## src/hdl/pscp_pkg.sv

```systemverilog
// ----------------------------------------------------------------------------
// pscp_pkg: shared types and constants of the movement credit policer
// Beat layouts, configuration set, row record, engine states, register codes.
// ----------------------------------------------------------------------------
package pscp_pkg;

	localparam int SLOTS_DEF = 8;
	localparam int QDEPTH    = 2;
	localparam int ITER_N    = 17;
	localparam int DIV_K     = 125;
	localparam int DIV_SH    = 35;

	localparam logic [28:0] DIV_RECIP = 29'h1062_4DD3;

	localparam logic [2:0] REG_MAX_SPEED  = 3'd0;
	localparam logic [2:0] REG_JUMP_CAP   = 3'd1;
	localparam logic [2:0] REG_MAX_DEBT   = 3'd2;
	localparam logic [2:0] REG_BANK_MAX   = 3'd3;
	localparam logic [2:0] REG_REBASE_GAP = 3'd4;

	localparam logic [15:0] RST_MAX_SPEED  = 16'd10000;
	localparam logic [15:0] RST_JUMP_CAP   = 16'd50;
	localparam logic [23:0] RST_MAX_DEBT   = 24'd30000;
	localparam logic [15:0] RST_BANK_MAX   = 16'd5000;
	localparam logic [31:0] RST_REBASE_GAP = 32'd10000;

	typedef struct packed {
		logic [2:0]         slot;
		logic [31:0]        occupant_gen;
		logic signed [31:0] pos_x;
		logic signed [31:0] pos_y;
		logic signed [31:0] pos_z;
		logic               pos_invalid;
		logic [23:0]        sender_stamp;
		logic [31:0]        now_ms;
	} pose_t;

	typedef struct packed {
		logic               anchored;
		logic               unstamped_edge;
		logic               invalid_edge;
		logic               discontinuity_edge;
		logic               trusted_now;
		logic [31:0]        step_dist;
		logic signed [31:0] credit_out;
		logic [23:0]        dt_sender_ms;
		logic [31:0]        dt_recv_ms;
		logic [15:0]        use_ms;
	} verdict_t;

	typedef struct packed {
		logic [15:0] max_speed_cm_s;
		logic [15:0] jump_cap_cm;
		logic [23:0] max_debt_cm;
		logic [15:0] bank_max_ms;
		logic [31:0] rebase_gap_ms;
	} cfg_t;

	typedef struct packed {
		logic        vld;
		pose_t       item;
	} fq_t;

	typedef struct packed {
		logic [31:0]        gen;
		logic               armed;
		logic signed [31:0] ax;
		logic signed [31:0] ay;
		logic signed [31:0] az;
		logic signed [31:0] credit;
		logic               trusted;
		logic [23:0]        prev_stamp;
		logic [31:0]        prev_recv;
		logic [15:0]        bank;
		logic               useen;
		logic               iseen;
		logic               dseen;
	} row_t;

	typedef enum logic [2:0] {
		ST_IDLE,
		ST_READ,
		ST_MUL,
		ST_SUM,
		ST_ITER,
		ST_FIN
	} bk_state_t;

endpackage

```

## src/hdl/pscp_front.sv

```systemverilog
// ----------------------------------------------------------------------------
// pscp_front: pose intake queue
// Accepts pose beats, drops slots outside the row table, buffers the rest.
// ----------------------------------------------------------------------------
module pscp_front #(
	parameter int SLOTS = pscp_pkg::SLOTS_DEF
) (
	input  logic            clk,
	input  logic            arst_n,
	input  logic            push,
	output logic            full,
	input  pscp_pkg::pose_t pose,
	input  logic            take,
	output pscp_pkg::fq_t   fq
);
	import pscp_pkg::*;

	localparam int PW = (QDEPTH > 1) ? $clog2(QDEPTH) : 1;
	localparam int NW = $clog2(QDEPTH + 1);

	pose_t           ent_q [QDEPTH];
	logic [PW-1:0]   wp_q;
	logic [PW-1:0]   rp_q;
	logic [NW-1:0]   cnt_q;
	logic            in_range;
	logic            wr;

	assign full     = (cnt_q == NW'(QDEPTH));
	assign in_range = ({29'd0, pose.slot} < 32'(SLOTS));
	assign wr       = push && !full && in_range;
	assign fq.vld   = (cnt_q != '0);
	assign fq.item  = ent_q[rp_q];

	always_ff @(posedge clk or negedge arst_n) begin
		if (!arst_n) begin
			wp_q  <= '0;
			rp_q  <= '0;
			cnt_q <= '0;
		end else begin
			if (wr)
				wp_q <= PW'(wp_q + 1'b1);
			if (take)
				rp_q <= PW'(rp_q + 1'b1);
			if (wr && !take)
				cnt_q <= NW'(cnt_q + 1'b1);
			else if (!wr && take)
				cnt_q <= NW'(cnt_q - 1'b1);
		end
	end

	always_ff @(posedge clk) begin
		if (wr)
			ent_q[wp_q] <= pose;
	end

endmodule

```

## config.mk

```make
export PLATFORM = sky130hd
export DESIGN_NAME = pscp_front
export DESIGN_NICKNAME = d
export VERILOG_FILES = /design/src/hdl/pscp_pkg.sv /design/src/hdl/pscp_front.sv
export SDC_FILE = /design/constraint.sdc
export NUM_CORES = 1
export LEC_CHECK = 0
export BUFFER_PORTS_ARGS = -buffer_cell sky130_fd_sc_hd__buf_2
export CELL_PAD_IN_SITES_DETAIL_PLACEMENT = 1
export CELL_PAD_IN_SITES_GLOBAL_PLACEMENT = 1
export CORE_MARGIN = 8
export CORE_UTILIZATION = 44
export CTS_CLUSTER_SIZE = 16
export DETAILED_ROUTE_END_ITERATION = 8
export PLACE_DENSITY = 0.86
export SLEW_MARGIN = 40
export SYNTH_ARGS = -nofsm -noshare
export SYNTH_HDL_FRONTEND = slang
export SYNTH_SLANG_ARGS = --single-unit
```

## constraint.sdc

```tcl
create_clock -name clk -period 11.8 [get_ports clk]
set_clock_uncertainty 0.15 [all_clocks]
set_input_delay 3.54 -clock clk [delete_from_list [all_inputs] [get_ports clk]]
set_output_delay 3.54 -clock clk [all_outputs]
set_load 0.02 [all_outputs]
```

### Word-level counts from Yosys, hierarchy flattened

Memories as Yosys holds them, arrays and structs flattened.
Index checks and enable logic that the tools add are counted.

| word-level totals | value |
|---|---|
| flip-flop bits (word level) | 4 |
| latch bits | 0 |
| RAM bits | 376 |
| bits in read-only memories | 0 |
| input bits | 192 |
| output and inout port bits | 190 |
| memories | 1 |

| cells by class | value |
|---|---|
| add/subtract/negate cells | 4 |
| multiply operators | 0 |
| divide/modulo/power cells | 0 |
| order comparisons | 0 |
| equality and inequality tests | 1 |
| shift-type cells | 0 |
| mux-type cells | 4 |
| bitwise operators | 0 |
| reduce and logical (&&, ||, !) cells | 8 |

Memories:

| memory | depth | width | read ports | clocked after Yosys merged registers in | write ports | RTL line | source |
|---|---|---|---|---|---|---|---|
| ent_q | 2 | 188 | 1 | 0 | 1 | pscp_front.sv:21 | `pose_t ent_q [QDEPTH];` |

Operator list:

| kind | number |
|---|---|
| $mux W2 | 2 |
| $reduce_bool A2 Y1 | 2 |
| $logic_and A1 B1 Y1 | 3 |
| $logic_not A1 Y1 | 3 |
| $add A1 B1 Y1 const B | 2 |
| $add A2 B1 Y2 const B | 1 |
| $eq A2 B2 Y1 const B | 1 |
| $mux W1 | 2 |
| $sub A2 B1 Y2 const B | 1 |

### Longest topological paths before layout

Gate-level depths: netlist of the first run.

| logic depth | value |
|---|---|
| word-level depth | 7 |
| mapped depth | 7 |
| mapped depth without buffers | 7 |

### Worst setup path before layout of the first run

Ideal clock, no wire load.

| timing | value |
|---|---|
| path type | input port to flip-flop |
| from | input push |
| to | memory ent_q[0][0] (netlist bit) (enable) |
| arrival | 11.425 ns |
| setup slack | -0.514 ns |
| cell stages on the path | 2 |
| cell sequence | nand2_1 -> nor2_1 |

| on the way | value |
|---|---|
| longest elaborated chain between the ends | 3 |

RTL lines:

| item | RTL line | source |
|---|---|---|
| start: declaration | pscp_front.sv:10 | `input logic push,` |
| $logic_and A1 B1 Y1 | pscp_front.sv:30 | `assign wr = push && !full && in_range;` |
| $mux W1 | pscp_front.sv:52 | `if (wr)` |
| $mux W1 (implied by the code) | pscp_front.sv:53 | `ent_q[wp_q] <= pose;` |
| end: declaration | pscp_front.sv:21 |  |

Every way passes these cells.

==> metrics.cfg, run 1 <==
[finish]
drive_gt1_frac = 0.609
area_growth_pct = 25.5
fin_area_mm2 = 0.0178
num-nets-final = 1207

[worst_setup_path]
worstSetupPathType = flip-flop to output port
cp_max_fo = 61
crit_chain = buf_6, mux2_2, buf_2
rrSetupSlack_ns = 8.93
slowest_delay_ns = 0.80
crit_slowest_cell = dfrtp_4
worstPathArrival_ns = 2.66
end_kind = output port
cp.required_ns = 8.11
reg2reg_depth = 5
crit_path_start_kind = flip-flop
rr_endpoint = ent_q[0][80]
cp_num_buf_inv = 2
reg2reg_from = cnt_q[0]
cp_top_family = flip-flops

[floorplan]
num_rows = 65
fp.dieH_um = 195
coreArea_mm2 = 0.0316
initial_core_util = 0.448
die_area_mm2 = 0.0382
io_pins = 382
die_x_um = 195

[global_route]
track_usage = 0.179
grt_pass1_vias = 8227
grt_pass1_wl_mm = 51.8
grt_max_degree = 75
grt_overflow_total = 0
grt_antenna_before_repair = 10

[sta]
finalHoldViolCount = 0
final-setup-viol-count = 0
fmax_ghz = 0.158
tightest_slew_ns = 0.801
slew_headroom = 0.466
rsz0062_at_grt = false
period_minus_slack_ns = 6.35
slew_violations = 0
setup-tns-final_ns = 0
period_share = 0.538

[clock_network]
clock-root-buffer = clkbuf_16
cts-resized-gates = 0
hold_buffers = 0
cts_max_path_buffers = 3
clock_latency_ns = 0.51
h-tree-depth = 2
cts_sinks = 380
cts_tree = done
cts_buffers = 40
clk_pin_slew_ns = 0.06
cts_setup_buffers = 0

[logic_synthesis]
ys_ff_latch = 380
syn_area_mm2 = 0.0142
synth_nets = 797
seq_area_frac_synth = 0.804
netlist_instances = 604
yosys_warnings = 0
synth.avg_cell_area_um2 = 23.5
synthDistinctLibCells = 15

[min_path]
holdPathEnd = cnt_q[1]
holdPathStages = 1
hold_start = cnt_q[1]
hold_path.class = flip-flop to flip-flop

[drt]
totalWireLength_mm = 35.7
ant_nets = 0
drc = 0
drt-wirelength-per-cell_um = 24.7
num_vias = 7244
vias_per_cell = 5.00
drt-initial-drc-count = 304
drtPass1Iterations = 4

[job]
cap_violations = 0

[placement]
io_buffers = 381
hpwl_mm = 24.4
place_area_mm2 = 0.0165
place_congestion = 0.755

[pwr]
p_leak_nw = 6.94
irDropWorstVdd_mv = 0.170
p_per_area_mw_per_mm2 = 270

[outcome]
outcome = finished clean

## metrics by stage
step	setup WS (ns)	utilization	power, mW	std cells	hold slack (ns)
6_report	5.45	0.562	4.80	1448	0.402
4_1_cts	5.41	0.562	4.87	1443	0.407
3_3_place_gp	5.37	0.520	3.55	1373	0.325
5_1_grt	5.33	0.562	4.99	1447	0.416
2_1_floorplan	2.67	-	3.15	604	0.306
3_5_place_dp	5.93	0.522	3.62	1374	0.395
## layout by cell type, fill, tap and decap left out, types with 2 or more instances in the layout
| cell | netlist | routed |
|---|---|---|
| diode_2 | 0 | 5 |
| bufinv_16 | 0 | 4 |
| clkinv_1 | 0 | 8 |
| clkbuf_8 | 0 | 2 |
| clkbuf_16 | 0 | 41 |
| xnor2_1 | 2 | 2 |
| dfrtp_1 | 4 | 3 |
| clkinv_2 | 0 | 5 |
| buf_6 | 14 | 6 |
| buf_2 | 7 | 381 |
| mux2_2 | 88 | 88 |
| inv_1 | 3 | 3 |
| clkbuf_1 | 0 | 8 |
| xor2_1 | 3 | 3 |
| edfxtp_1 | 376 | 376 |
| mux2_4 | 100 | 100 |
## worst reg2reg max path, cell delays in order, from the launching register on
cell      delay, ns
dfrtp_1        0.43
nand2b_1       0.22
nand2_1        0.17
nor2_4         0.31
buf_4          0.50
buf_6          0.61
## synth_stat cells (all sizes together)
| library cell | number | area share |
|---|---|---|
| nor2 | 2 | 0.00053 |
| nand2b | 1 | 0.00044 |
| xnor2 | 2 | 0.0012 |
| edfxtp | 376 | 0.80 |
| ha | 1 | 0.00088 |
| dfrtp | 4 | 0.0071 |
| nand2 | 1 | 0.00026 |
| buf | 21 | 0.014 |
| mux2 | 188 | 0.18 |
| inv | 3 | 0.00079 |
| or2 | 1 | 0.00044 |
| and3 | 1 | 0.00044 |
| xor2 | 3 | 0.0019 |
## power by group
group | internal [mW] | total [mW] | switching (mW)
clock | 0.733 | 1.22 | 0.484
combinational | 0.649 | 1.62 | 0.970
sequential | 1.85 | 1.96 | 0.111
## logic make-up (layout without fill, tap and decap cells)
group         Yosys count  after routing  synth area share
mux                   188            188             0.176
buf+inv                24            461            0.0144
fa+ha+maj               1              1          0.000883
flops                 380            380             0.804
xor+xnor                5              5           0.00309
simple gates            6              6           0.00212
other cells             0              5                 0
## metal layers
metal / GRT usage / vias up / part of all wire
met1: 0.189 / 3635 / 0.36
met2: 0.327 / 299 / 0.53
met3: 0.0662 / 70 / 0.085
met5: 0 / - / 0.0019
met4: 0.0542 / 10 / 0.022
li1: - / 3230 / -
## sequential cells by signal, indices dropped and copies added (netlist names)
register	cells
cnt_q	2
rp_q	1
ent_q	376
wp_q	1
## how the worst max path moves through the flow
stage	slack (ns)	from	endpoint	depth (start not counted)
floorplan	2.67	push	ent_q[0][0]	2
global placement	5.37	rp_q	fq[173]	3
detailed placement	5.93	push	ent_q[0][122]	5
CTS	5.41	rp_q	fq[187]	3
global route	5.33	rp_q	fq[187]	3
finish	5.45	rp_q	fq[187]	3
## layout make-up
class,count,area (um^2)
fill,2865,13900
sequential,380,11400
multi-input combinational,200,2590
timing repair buffer,389,2000
clock buffer,51,1080
tap,402,503
clock inverter,18,184
antenna,5,12.5
inverter,3,11.3
Power figures use the tool's default switching activity.
==> run 2: changes to the inputs <==
==> constraint.sdc (replaced) <==
create_clock -name clk -period 6 [get_ports clk]
set_clock_uncertainty 0.15 [all_clocks]
set_input_delay 1.8 -clock clk [delete_from_list [all_inputs] [get_ports clk]]
set_output_delay 1.8 -clock clk [all_outputs]
set_load 0.02 [all_outputs]
==> metrics.cfg, run 2 (same netlist as run 1, synthesis figures left out) <==
[drt]
totalWireLength_mm = 35.0
drt-initial-drc-count = 265
ant_nets = 0
vias_per_cell = 4.98
num_vias = 7283
drtPass1Iterations = 5
drc = 0
drt-wirelength-per-cell_um = 24.0

[pwr]
irDropWorstVdd_mv = 0.377
p_leak_nw = 7.03
p_per_area_mw_per_mm2 = 531
p_total_mw = 9.55

[worst_setup_path]
rr_endpoint = ent_q[0][60]
worstSetupPathType = flip-flop to output port
end_kind = output port
reg2reg_from = cnt_q[0]
cp_max_fo = 32
reg2reg_depth = 4
cp.required_ns = 4.05
rrSetupSlack_ns = 3.80
crit_path_start_kind = flip-flop
worstPathArrival_ns = 2.61

[sta]
rsz0062_at_grt = false
period_minus_slack_ns = 4.56
finalHoldViolCount = 0
fmax_ghz = 0.219
final-setup-viol-count = 0
setup-tns-final_ns = 0
slew_violations = 0
final.setup.worst_slack_ns = 1.44
period_share = 0.761
slew_headroom = 0.628
hold_ws_ns = 0.348
tightest_slew_ns = 0.557

[clock_network]
cts_sinks = 380
cts_buffers = 41
cts_max_path_buffers = 3
clock-root-buffer = clkbuf_16
cts_tree = done
clk_pin_slew_ns = 0.06
cts-resized-gates = 0
clock_latency_ns = 0.52
hold_buffers = 0
cts_setup_buffers = 0
h-tree-depth = 2

[job]
cap_violations = 0

[placement]
dp.cells = 1376
preCtsSetupSlack_ns = 1.94
hpwl_mm = 24.0
place_congestion = 0.743
io_buffers = 381
place_area_mm2 = 0.0166

[floorplan]
initial_core_util = 0.448
die_area_mm2 = 0.0382
num_rows = 65
coreArea_mm2 = 0.0316
die_x_um = 195
io_pins = 382
fp.dieH_um = 195

[global_route]
grt_antenna_before_repair = 12
grt-busiest-layer = met2
grt_pass1_vias = 8130
grt_use_met1 = 0.199
grt_max_degree = 80
use_met3 = 0.0621
grt_pass1_wl_mm = 50.3
grt.met2_usage = 0.301
grt_overflow_total = 0
track_usage = 0.173

[finish]
top_regs = ent_q x376, cnt_q x2
final_cells = 1462
largest_reg_flops = 376
num-nets-final = 1212
fin_area_mm2 = 0.0180
layout_commonest_cell = buf_2
regMostFlops = ent_q
fin_util = 0.568
final_cell_mix = 381 x buf_2, 376 x edfxtp_1, 100 x mux2_4
n_fill_cell = 2872
multi_input_area_mm2 = 0.00259
seq_area_mm2 = 0.0114
drive_gt1_frac = 0.616
area_growth_pct = 26.8

[min_path]
hold_start = cnt_q[1]
hold_path.class = flip-flop to flip-flop
holdPathStages = 1
holdPathEnd = cnt_q[1]

[outcome]
outcome = finished clean

-- run 2: critical path: stages (launching register included) --
cell and delay, ns:
dfrtp_4 0.77, buf_12 0.28, buf_4 0.48, mux2_4 0.36
buf_2 0.16
-- run 2: where the power goes --
group	total (mW)	switching [mW]	internal, mW
sequential	3.84	0.212	3.63
clock	2.49	1.00	1.49
combinational	3.22	1.89	1.32
total	9.55	3.11	6.44
-- run 2: layer usage --
| layer | share of wire | vias to the layer above |
|---|---|---|
| met3 | 0.084 | 63 |
| met2 | 0.50 | 319 |
| met5 | 0.0020 | - |
| li1 | - | 3247 |
| met1 | 0.39 | 3644 |
| met4 | 0.022 | 10 |
-- run 2: cell type report --
cell class / instances / share of cell area
diodes: 8 / 0.00111
clock buffers: 48 / 0.0609
clock inverters: 28 / 0.0140
inverters: 3 / 0.000626
multi-input cells: 200 / 0.144
flip-flops and latches: 380 / 0.634
well taps: 402 / 0.0280
repair buffers: 393 / 0.117
-- run 2: worst max path at each step --
stage,startpoint,to,slack (ns),cells past startpoint
after floorplan,push,ent_q[0][0],0.72,2
after CTS,rp_q,fq[126],1.37,4
final,rp_q,fq[126],1.44,4
after detailed placement,rp_q,fq[126],1.94,4
after global placement,rp_q,fq[167],1.86,3
after global routing,rp_q,fq[126],1.32,4
